[src/design/sus_pkg.sv]
// Package for the sorted unique set: status codes, sequencer states and the
// per-cell control bundle. No dependencies.
package sus_pkg;

  typedef enum logic [2:0] {
    ST_INSERTED  = 3'd0,
    ST_PRESENT   = 3'd1,
    ST_REMOVED   = 3'd2,
    ST_NOT_FOUND = 3'd3,
    ST_FULL      = 3'd4
  } status_e;

  typedef enum logic {
    MODE_INSERT = 1'b0,
    MODE_DELETE = 1'b1
  } mode_e;

  typedef enum logic {
    S_IDLE  = 1'b0,
    S_APPLY = 1'b1
  } state_e;

  // Control broadcast to every cell of the row.
  typedef struct packed {
    logic sample;  // latch compare flags against the incoming item
    logic ins;     // open a slot at the insert point and shift toward the tail
    logic del;     // close the slot of the hit and shift toward the head
  } cell_ctl_t;

endpackage

[src/design/sus_cell.sv]
// One cell of the sorted row: holds a single value and its compare flags.
// Depends on sus_pkg.
module sus_cell #(
  parameter int VALUE_WIDTH = 32
) (
  input  logic                          clk_i,
  input  logic                          rst_ni,
  input  sus_pkg::cell_ctl_t            ctl_i,
  input  logic                          live_i,
  input  logic                          dir_i,
  input  logic signed [VALUE_WIDTH-1:0] key_i,
  input  logic                          left_before_i,
  input  logic signed [VALUE_WIDTH-1:0] left_value_i,
  input  logic signed [VALUE_WIDTH-1:0] right_value_i,
  output logic                          before_o,
  output logic                          eq_o,
  output logic signed [VALUE_WIDTH-1:0] value_o
);
  import sus_pkg::*;

  logic                          before_q, before_d;
  logic                          eq_q, eq_d;
  logic signed [VALUE_WIDTH-1:0] value_q, value_d;

  always_comb begin
    before_d = before_q;
    eq_d     = eq_q;
    if (ctl_i.sample) begin
      // dir_i high: larger values sit nearer the head of the row
      before_d = live_i && (dir_i ? (value_q > key_i) : (value_q < key_i));
      eq_d     = live_i && (value_q == key_i);
    end
  end

  always_comb begin
    value_d = value_q;
    if (ctl_i.ins && !before_q) begin
      value_d = left_before_i ? key_i : left_value_i;
    end else if (ctl_i.del && !before_q) begin
      value_d = right_value_i;
    end
  end

  always_ff @(posedge clk_i or negedge rst_ni) begin
    if (!rst_ni) begin
      before_q <= 1'b0;
      eq_q     <= 1'b0;
    end else begin
      before_q <= before_d;
      eq_q     <= eq_d;
    end
  end

  always_ff @(posedge clk_i) begin
    value_q <= value_d;
  end

  assign before_o = before_q;
  assign eq_o     = eq_q;
  assign value_o  = value_q;

endmodule

[src/design/sorted_unique_set.sv]
// Top level of the sorted unique set: a row of compare-and-shift cells with
// a two-state sequencer. Depends on sus_pkg and sus_cell.
//
//  channel | direction | handshake                 | payload
//  --------+-----------+---------------------------+---------------------------
//  in      | to block  | in_valid_i / in_stall_o   | mode_i, value_i
//  out     | from block| out_valid_o / out_stall_i | status_o, entry_count_o
//  cfg     | to block  | cfg_valid_i / cfg_ready_o | sort_order_i
//
// In the accept cycle every cell compares its value against the item and
// latches the result; in the apply state the row shifts by one place on an
// insert or a removal, and the result is written to the output register.
// The apply state holds while the output register still holds an untaken
// item.
// Reset clears the count and selects descending order; cell contents need
// no clearing since only the first entry_count cells are ever compared.
// A change of sort order flips the row's reading direction.
module sorted_unique_set #(
  parameter int CAPACITY    = 16,
  parameter int VALUE_WIDTH = 32
) (
  input  logic                          clk_i,
  input  logic                          rst_ni,
  input  logic                          in_valid_i,
  output logic                          in_stall_o,
  input  logic                          mode_i,
  input  logic signed [VALUE_WIDTH-1:0] value_i,
  input  logic                          cfg_valid_i,
  output logic                          cfg_ready_o,
  input  logic                          sort_order_i,
  output logic                          out_valid_o,
  input  logic                          out_stall_i,
  output logic [2:0]                    status_o,
  output logic [4:0]                    entry_count_o
);
  import sus_pkg::*;

  localparam int CW = $clog2(CAPACITY + 1);

  state_e                        state_q, state_d;
  logic [CW-1:0]                 count_q, count_d;
  logic                          order_q;
  logic                          rev_q;       // row is stored against sort_order
  logic                          mode_q;
  logic signed [VALUE_WIDTH-1:0] value_q;
  logic                          out_valid_q;
  status_e                       status_q, status_d;
  logic [4:0]                    entry_q;

  logic                          accept;
  logic                          cfg_write;
  logic                          apply_go;
  logic                          hit;
  logic                          full;
  logic                          ins_go, del_go;
  cell_ctl_t                     ctl;
  logic signed [VALUE_WIDTH-1:0] key;
  logic [CW+4:0]                 count_ext;

  logic [CAPACITY-1:0]           before_vec;
  logic [CAPACITY-1:0]           eq_vec;
  logic signed [VALUE_WIDTH-1:0] val_arr [CAPACITY];

  assign accept    = in_valid_i && !in_stall_o;
  assign cfg_write = cfg_valid_i && cfg_ready_o;
  assign in_stall_o  = (state_q != S_IDLE);
  assign cfg_ready_o = (state_q == S_IDLE);

  // Compare against the live input while accepting, against the held item after.
  assign key  = (state_q == S_IDLE) ? value_i : value_q;
  assign hit  = |eq_vec;
  assign full = (count_q >= CW'(CAPACITY));

  // Row of cells; the head is cell 0.
  for (genvar g = 0; g < CAPACITY; g++) begin : g_cell
    logic                          left_before;
    logic signed [VALUE_WIDTH-1:0] left_value;
    logic signed [VALUE_WIDTH-1:0] right_value;

    if (g == 0) begin : g_head
      assign left_before = 1'b1;
      assign left_value  = key;
    end else begin : g_body
      assign left_before = before_vec[g-1];
      assign left_value  = val_arr[g-1];
    end

    if (g == CAPACITY - 1) begin : g_tail
      assign right_value = val_arr[g];
    end else begin : g_inner
      assign right_value = val_arr[g+1];
    end

    sus_cell #(
      .VALUE_WIDTH(VALUE_WIDTH)
    ) u_cell (
      .clk_i         (clk_i),
      .rst_ni        (rst_ni),
      .ctl_i         (ctl),
      .live_i        (count_q > CW'(g)),
      .dir_i         (order_q ^ rev_q),
      .key_i         (key),
      .left_before_i (left_before),
      .left_value_i  (left_value),
      .right_value_i (right_value),
      .before_o      (before_vec[g]),
      .eq_o          (eq_vec[g]),
      .value_o       (val_arr[g])
    );
  end

  // Sequencer: next state, row control and result.
  always_comb begin
    state_d  = state_q;
    count_d  = count_q;
    status_d = status_q;
    apply_go = 1'b0;
    ins_go   = 1'b0;
    del_go   = 1'b0;
    unique case (state_q)
      S_IDLE: begin
        if (accept) begin
          state_d = S_APPLY;
        end
      end
      S_APPLY: begin
        // hold while the previous result has not been taken
        if (!(out_valid_q && out_stall_i)) begin
          apply_go = 1'b1;
          state_d  = S_IDLE;
          if (mode_q == MODE_INSERT) begin
            if (hit) begin
              status_d = ST_PRESENT;
            end else if (full) begin
              status_d = ST_FULL;
            end else begin
              ins_go   = 1'b1;
              count_d  = count_q + 1'b1;
              status_d = ST_INSERTED;
            end
          end else begin
            if (hit) begin
              del_go   = 1'b1;
              count_d  = count_q - 1'b1;
              status_d = ST_REMOVED;
            end else begin
              status_d = ST_NOT_FOUND;
            end
          end
        end
      end
      default: state_d = S_IDLE;
    endcase
  end

  always_comb begin
    ctl.sample = accept;
    ctl.ins    = ins_go;
    ctl.del    = del_go;
  end

  // Report the count modulo 32.
  assign count_ext = {5'd0, count_d};

  always_ff @(posedge clk_i or negedge rst_ni) begin
    if (!rst_ni) begin
      state_q     <= S_IDLE;
      count_q     <= '0;
      order_q     <= 1'b1;
      rev_q       <= 1'b0;
      out_valid_q <= 1'b0;
    end else begin
      state_q <= state_d;
      count_q <= count_d;
      if (cfg_write && (sort_order_i != order_q)) begin
        // flip the reading direction instead of moving entries
        order_q <= sort_order_i;
        rev_q   <= ~rev_q;
      end
      if (apply_go) begin
        out_valid_q <= 1'b1;
      end else if (!out_stall_i) begin
        out_valid_q <= 1'b0;
      end
    end
  end

  always_ff @(posedge clk_i) begin
    if (accept) begin
      mode_q  <= mode_i;
      value_q <= value_i;
    end
    if (apply_go) begin
      status_q <= status_d;
      entry_q  <= count_ext[4:0];
    end
  end

  assign out_valid_o   = out_valid_q;
  assign status_o      = status_q;
  assign entry_count_o = entry_q;

  // The count never exceeds the row length.
  a_count_bound: assert property (@(posedge clk_i) disable iff (!rst_ni)
    count_q <= CW'(CAPACITY))
    else $error("entry count beyond capacity");

  // Entries are unique: at most one live cell can match the item.
  a_unique_hit: assert property (@(posedge clk_i) disable iff (!rst_ni)
    (state_q == S_APPLY) |-> $onehot0(eq_vec))
    else $error("more than one cell matched");

  // The row is sorted: the cells ahead of the item form a prefix.
  a_prefix: assert property (@(posedge clk_i) disable iff (!rst_ni)
    (state_q == S_APPLY) |-> $onehot({1'b0, before_vec} + 1'b1))
    else $error("compare flags do not form a prefix");

  // An insert grows the count by exactly one.
  a_ins_count: assert property (@(posedge clk_i) disable iff (!rst_ni)
    ins_go |=> (count_q == $past(count_q) + 1'b1))
    else $error("insert did not grow the count");

  // A result appears only out of an apply cycle.
  a_out_src: assert property (@(posedge clk_i) disable iff (!rst_ni)
    $rose(out_valid_q) |-> $past(apply_go))
    else $error("result without apply cycle");

endmodule

[config.mk]
export PLATFORM = sky130hd
export DESIGN_NAME = sorted_unique_set
export DESIGN_NICKNAME = d
export VERILOG_FILES = /design/src/design/sus_pkg.sv /design/src/design/sus_cell.sv /design/src/design/sorted_unique_set.sv
export SDC_FILE = /design/constraint.sdc
export NUM_CORES = 2
export LEC_CHECK = 0
export ABC_CLOCK_PERIOD_IN_PS = 7700
export BUFFER_PORTS_ARGS = -buffer_cell sky130_fd_sc_hd__buf_2
export CORE_MARGIN = 2
export CORE_UTILIZATION = 40
export DETAILED_ROUTE_END_ITERATION = 7
export GPL_TIMING_DRIVEN = 0
export SLEW_MARGIN = 10
export SYNTH_ARGS = -nofsm -noshare
export SYNTH_HDL_FRONTEND = slang
export SYNTH_HIERARCHICAL = 1
export SYNTH_SLANG_ARGS = --single-unit
[constraint.sdc]
create_clock -name clk_i -period 7.7 [get_ports clk_i]
set_input_delay 0.77 -clock clk_i [delete_from_list [all_inputs] [get_ports clk_i]]
set_output_delay 0.77 -clock clk_i [all_outputs]
set_load 0.1 [all_outputs]
**After elaboration in Yosys (flattened, before gate mapping)**

Cells that the tools add are included.
W data, S select, Z words.

- Bits in writable memories: 0
- Output and inout port bits: 11
- Memories: 0
- Bits in latches: 0
- Input bits: 39
- Bits in registers: 594
- ROM bits: 0

- Equality and inequality tests: 18
- Reduce and logical (&&, ||, !) cells: 101
- Shift operators: 0
- Multiplexer cells: 88
- Divide/modulo/power cells: 0
- $add $sub $neg: 2
- Bitwise logic cells: 4
- $mul: 0
- $lt $le $gt $ge: 49

Operator list:

| kind | number |
|---|---|
| $mux W32 | 46 |
| $eq A32 B32 Y1 | 16 |
| $gt A32 B32 Y1 | 16 |
| $lt A32 B32 Y1 | 16 |
| $logic_and A1 B1 Y1 | 67 |
| $gt A5 B4 Y1 const B | 8 |
| $mux W1 | 32 |
| $mux W5 | 6 |
| $reduce_bool A2 Y1 | 15 |
| $gt A5 B3 Y1 const B | 4 |
| $logic_not A1 Y1 | 17 |
| $reduce_or A16 Y1 | 1 |
| $gt A5 B1 Y1 const B | 2 |
| $gt A5 B2 Y1 const B | 2 |
| $mux W3 | 3 |
| $add A5 B1 Y5 const B | 1 |
| $ge A5 B5 Y1 const B | 1 |
| $sub A5 B1 Y5 const B | 1 |
| $not A1 Y1 | 3 |
| $reduce_and A3 Y1 | 1 |
| $ne A2 B1 Y1 const B | 1 |
| $pmux W1 S2 | 1 |
| $ne A1 B1 Y1 | 1 |
| $xor A1 B1 Y1 | 1 |

**Longest topological paths before layout**

- Depth after elaboration: 8
- Depth in mapped cells: 11

**Cells and area by module**

Netlist, hierarchy kept.

By module, submodules not included:

| module | cells each | times used | area an instance (µm²) |
|---|---|---|---|
| sus_cell | 266 | 16 | 2538.7 |
| sorted_unique_set | 185 | 1 | 2456.1 |

**Worst setup path before layout**

OpenSTA, ideal clock, no wires.

- Path type: register to register
- From: register state_q (netlist: in_stall_o)
- To: register g_cell[0].u_cell.before_q
- Arrival time: 5.780 ns
- Buffers on the path: 2
- Stages on the path, launching flop included: 7
- Clock period less this slack: 5.915 ns
- Path slack: 1.785 ns
- Library setup time: 0.136 ns
- Required time: 7.564 ns
- Cell sequence: dfrtp_1 buf_2 buf_1 nor2b_1 nor2b_1 a41oi_1 mux2i_1

- Elaborated cells on any way between the ends: 7

RTL lines:

| what | RTL line | RTL |
|---|---|---|
| start, declared | sorted_unique_set.sv:40 | `state_e state_q, state_d;` |
| start signal, assigned | sorted_unique_set.sv:173 | `state_q <= state_d;` |
| $logic_not A1 Y1 | sorted_unique_set.sv:64 | `assign accept = in_valid_i && !in_stall_o;` |
| $logic_and A1 B1 Y1 | sorted_unique_set.sv:64 |  |
| via accept | sorted_unique_set.sv:50 | `logic accept;` |
| end signal, assigned | sus_cell.sv:49 | `before_q <= before_d;` |
| end, declared | sus_cell.sv:21 | `logic before_q, before_d;` |

The timed path passes the listed nets, and every way through them passes these cells.
A chain may end at the register's enable or synchronous reset.

**Worst setup path after layout**

- From: register state_q (netlist: in_stall_o)
- To: register g_cell[3].u_cell.before_q

- Word-level cells in the longest chain between the ends: 4
- Elaborated cells on any way between the ends: 7

Ends and longest elaborated chain:

| what | RTL line | RTL |
|---|---|---|
| $mux W32 * | sorted_unique_set.sv:70 | `assign key = (state_q == S_IDLE) ? value_i : value_q;` |
| via g_cell[0].left_value[19] | sorted_unique_set.sv:77 | `logic signed [VALUE_WIDTH-1:0] left_value;` |
| $lt A32 B32 Y1 / $gt A32 B32 Y1 (equally long branches) | sus_cell.sv:30 | `before_d = live_i && (dir_i ? (value_q > key_i) : (value_q < key_i));` |
| $mux W1 * | sus_cell.sv:30 |  |
| $logic_and A1 B1 Y1 * | sus_cell.sv:30 |  |
| end signal, assigned | sus_cell.sv:49 |  |
| end, declared | sus_cell.sv:21 |  |

Mark *: on every way through the listed nets, which the timed path passes. The rest lies on a longest branch.

==> metrics.cfg <==
[outcome]
run_status = complete, no violations

[critical_path]
worstPathRequired_ns = 8.24
ff_to_ff_end = g_cell[3].u_cell/before_o$_DFFE_PN0P_
setup.worst_path.end_class = flip-flop
regToRegSetupSlack_ns = 3.34
termination_of_the_worst_setup_path = g_cell[3].u_cell/before_o$_DFFE_PN0P_
worst_setup_path_start = in_stall_o$_DFF_PN0_
rr_worst_depth = 10
path_class = flip-flop to flip-flop
critical_path_launch_point_type = flip-flop
reg2reg_from = in_stall_o$_DFF_PN0_
cp_data_arrival_time_ns = 4.90
critPathMaxFanout = 33

[power_and_ir_drop]
static_leakage_nw = 21.6
pwr_density_cell_nw_per_um2 = 276
ir_drop_v = 0.000250
report.power.total_mw = 13.3

[clock_tree]
clock_latency_ns = 0.63
clockBufferDepth = 3
clk_pin_slew_worst_paths_ns = 0.06
tritoncts = built
cts_repair_resize_count = 0
number_of_buffers_added_by_the_clock_tree_synthesis_step = 72
cts_htree_levels = 3
clkSinkCount = 594
post_cts.repair.setup_buffers = 0
clock_tree.root_cell = sky130_fd_sc_hd__clkbuf_16
cts.hold.buffers_added = 0

[timing]
worst_pin_slew_ns = 1.38
layout_worst_path_cycle_share_pct = 56.6
finalMaxSlewViolations = 0
rsz0062_at_grt = no
timing.final.setup_violations = 0
finalHoldViolCount = 0
layout_setup_ws_ns = 3.34
worst_slew_margin_rel_pct = 7.72
max_freq_mhz = 229
hold_ws_ns = 0.229
skew_ns = 0.0182
final.min_clock_period_ns = 4.36

[die]
floorplan.initialDensity_pct = 40.3
placementRows = 120
fp.dieArea_um2 = 110000
coreArea_um2 = 107000
die_w_um = 332
pin_count = 50
chipHeight_um = 332

[routing]
wl_mm = 139
ant_nets = 0
num_vias = 34600
post-route-drc-count = 0
routed_via_density = 5.72
route.detailed.wl_per_inst_um = 22.9
drt_pass1_iterations = 6
drt_iter0_drc = 3344

[cells_and_area]
num_antenna_cells = 0
final_nets = 5153
final-seq-area_um2 = 17600
post_route_cells_drive_above_1_share_pct = 7.07
final_area_um2 = 48300
areaGrowthSynthToFinish_pct = 12.1
multiInputGateArea_um2 = 22800
layout_utilization_pct = 45.2
final.fill_count = 10200

[placed_design]
dp.final_hpwl_mm = 103
place_area_um2 = 46000
port_buffers = 49
gp_congestion = 0.872
pre_cts_slack_ns = 3.37

[grt]
initial_antenna_violation_count = 1
gr-usage-all-layers_pct = 24.5
grt-ovfl-total = 0
number_of_global_route_vias_before_repair = 34300
grt_start_max_net_pins = 42
global_route_wire_length_before_repair_mm = 208

[synthesis]
syn-instance-count = 4441
most_used_standard_cell_by_instance_count_after_synthesis = sky130_fd_sc_hd__nand2_1
ys_async_sr_fraction_pct = 6.90
netlist_top_cells_count = sky130_fd_sc_hd__nand2_1 (611), sky130_fd_sc_hd__o21ai_0 (570), sky130_fd_sc_hd__edfxtp_1 (553)
synth_edf_count = 553
synth_area_per_cell_um2 = 9.70
post_synthesis_cell_type_with_the_largest_combined_area = sky130_fd_sc_hd__edfxtp_1
synth_top_area_share_pct = 38.6
synth-main-ff-cell = sky130_fd_sc_hd__edfxtp_1
netlist_top_cells_area = sky130_fd_sc_hd__edfxtp_1 (39%), sky130_fd_sc_hd__ha_1 (15%), sky130_fd_sc_hd__mux2i_1 (12%), sky130_fd_sc_hd__o21ai_0 (6.6%), sky130_fd_sc_hd__nand2_1 (5.3%)
syn-cell-area_um2 = 43100
yosys_warnings = 6
yosys.cell_types.count = 44
ys_seq_area_share_pct = 40.9
ys_ff_latch = 594
synthesized_nets = 4998

[flow_run]
timing.max_cap.violations = 0

[worst_hold_path]
worstHoldPathType = primary input to asynchronous set/reset pin

area by class of cell:
class                      count  share of cell area [%]
clock inverter                33                   0.441
sequential                   594                    36.5
multi-input combinational   3111                    47.2
buffer                       185                    1.59
tap                         1403                    3.64
timing repair buffer          81                    2.07
inverter                     551                    4.28
clock buffer                  97                    4.27
cells in the final DEF (no fill, tap or decap), types with 17 or more instances in the layout:
cell type                   count
sky130_fd_sc_hd__nand3_1       67
sky130_fd_sc_hd__edfxtp_1     553
sky130_fd_sc_hd__nor3_1        17
sky130_fd_sc_hd__clkbuf_1     145
sky130_fd_sc_hd__nor2_4        17
sky130_fd_sc_hd__buf_2        101
sky130_fd_sc_hd__nand4_1      146
sky130_fd_sc_hd__mux2_2        30
sky130_fd_sc_hd__a41oi_1       18
sky130_fd_sc_hd__o21ai_0      570
sky130_fd_sc_hd__o41ai_1       17
sky130_fd_sc_hd__a21oi_1      178
sky130_fd_sc_hd__nor2_1        57
sky130_fd_sc_hd__nand2b_1      17
sky130_fd_sc_hd__clkbuf_16     78
sky130_fd_sc_hd__inv_1        548
sky130_fd_sc_hd__nor4_1        48
sky130_fd_sc_hd__ha_1         518
sky130_fd_sc_hd__nor2b_1       34
sky130_fd_sc_hd__a21o_1        80
sky130_fd_sc_hd__a31oi_1       32
sky130_fd_sc_hd__a211oi_1      32
sky130_fd_sc_hd__nand2_1      611
sky130_fd_sc_hd__dfrtp_1       40
sky130_fd_sc_hd__buf_12        17
sky130_fd_sc_hd__mux2i_1      531
worst min-delay path by stage:
stage                                                  endpoint  slack, ns  cells after the start
after floorplan                       status_o[1]$_SDFFCE_PP1P_       0.45                      0
after global placement                        rev_q$_DFFE_PN0P_       0.48                      1
after detailed placement                out_valid_o$_DFFE_PN0P_       0.50                      2
after CTS                 g_cell[0].u_cell/before_o$_DFFE_PN0P_       0.22                      1
after global routing                          rev_q$_DFFE_PN0P_       0.24                      1
final                                         rev_q$_DFFE_PN0P_       0.23                      1
routing by layer:
layer | routed length (um) | part of all wire [%] | GRT usage (%) | vias to the layer above
met3 | 9960 | 7.2 | 4.47 | 241
met4 | 3700 | 2.7 | 7.24 | 0
met1 | 60300 | 44 | 32.5 | 16800
li1 | - | - | - | 16400
met5 | 0 | 0 | 0 | -
met2 | 64600 | 47 | 40.6 | 1138
through the flow:
stage               std cells  TNS [ns]
global route             6055         0
finish                   6055         0
floorplan                4441         0
detailed placement       5925         0
CTS                      6055         0
global placement         5893    -40.02
sequential cells by signal, indices dropped and copies added (netlist names):
name,cells
rev_q,1
mode_q,1
g_cell.u_cell/eq_o,16
status_o,3
order_q,1
count_q,5
value_q,32
g_cell.u_cell/value_o,512
g_cell.u_cell/before_o,16
entry_count_o,5
out_valid_o,1
in_stall_o,1
power by group:
group	switching [mW]	internal, mW
clock network	1.43	1.95
registers	0.0972	3.61
logic	3.91	2.32
critical path, cell delays in order, from the launching register on:
cell	delay, ns
sky130_fd_sc_hd__dfrtp_1	0.33
sky130_fd_sc_hd__buf_2	0.24
sky130_fd_sc_hd__buf_1	0.50
sky130_fd_sc_hd__mux2_2	1.04
sky130_fd_sc_hd__inv_1	0.11
sky130_fd_sc_hd__ha_1	0.36
sky130_fd_sc_hd__nand4_1	0.17
sky130_fd_sc_hd__nor4_1	0.63
sky130_fd_sc_hd__o41ai_1	0.35
sky130_fd_sc_hd__a31oi_1	0.28
sky130_fd_sc_hd__mux2i_1	0.23
logic make-up (layout without fill, tap and decap cells):
logic type	Yosys count	count (layout)	share of synthesized area, %
adders and majority gates	518	518	15.0
buffers and inverters	736	947	6.58
DFF	594	594	40.9
AOI/OAI and AO/OA	980	980	13.1
muxes	564	564	13.2
xor gates and xnor gates	6	6	0.122
other	1	1	0.00871
and+or+nand+nor	1042	1042	11.0
Note: power is estimated with default switching activity, not from simulation.
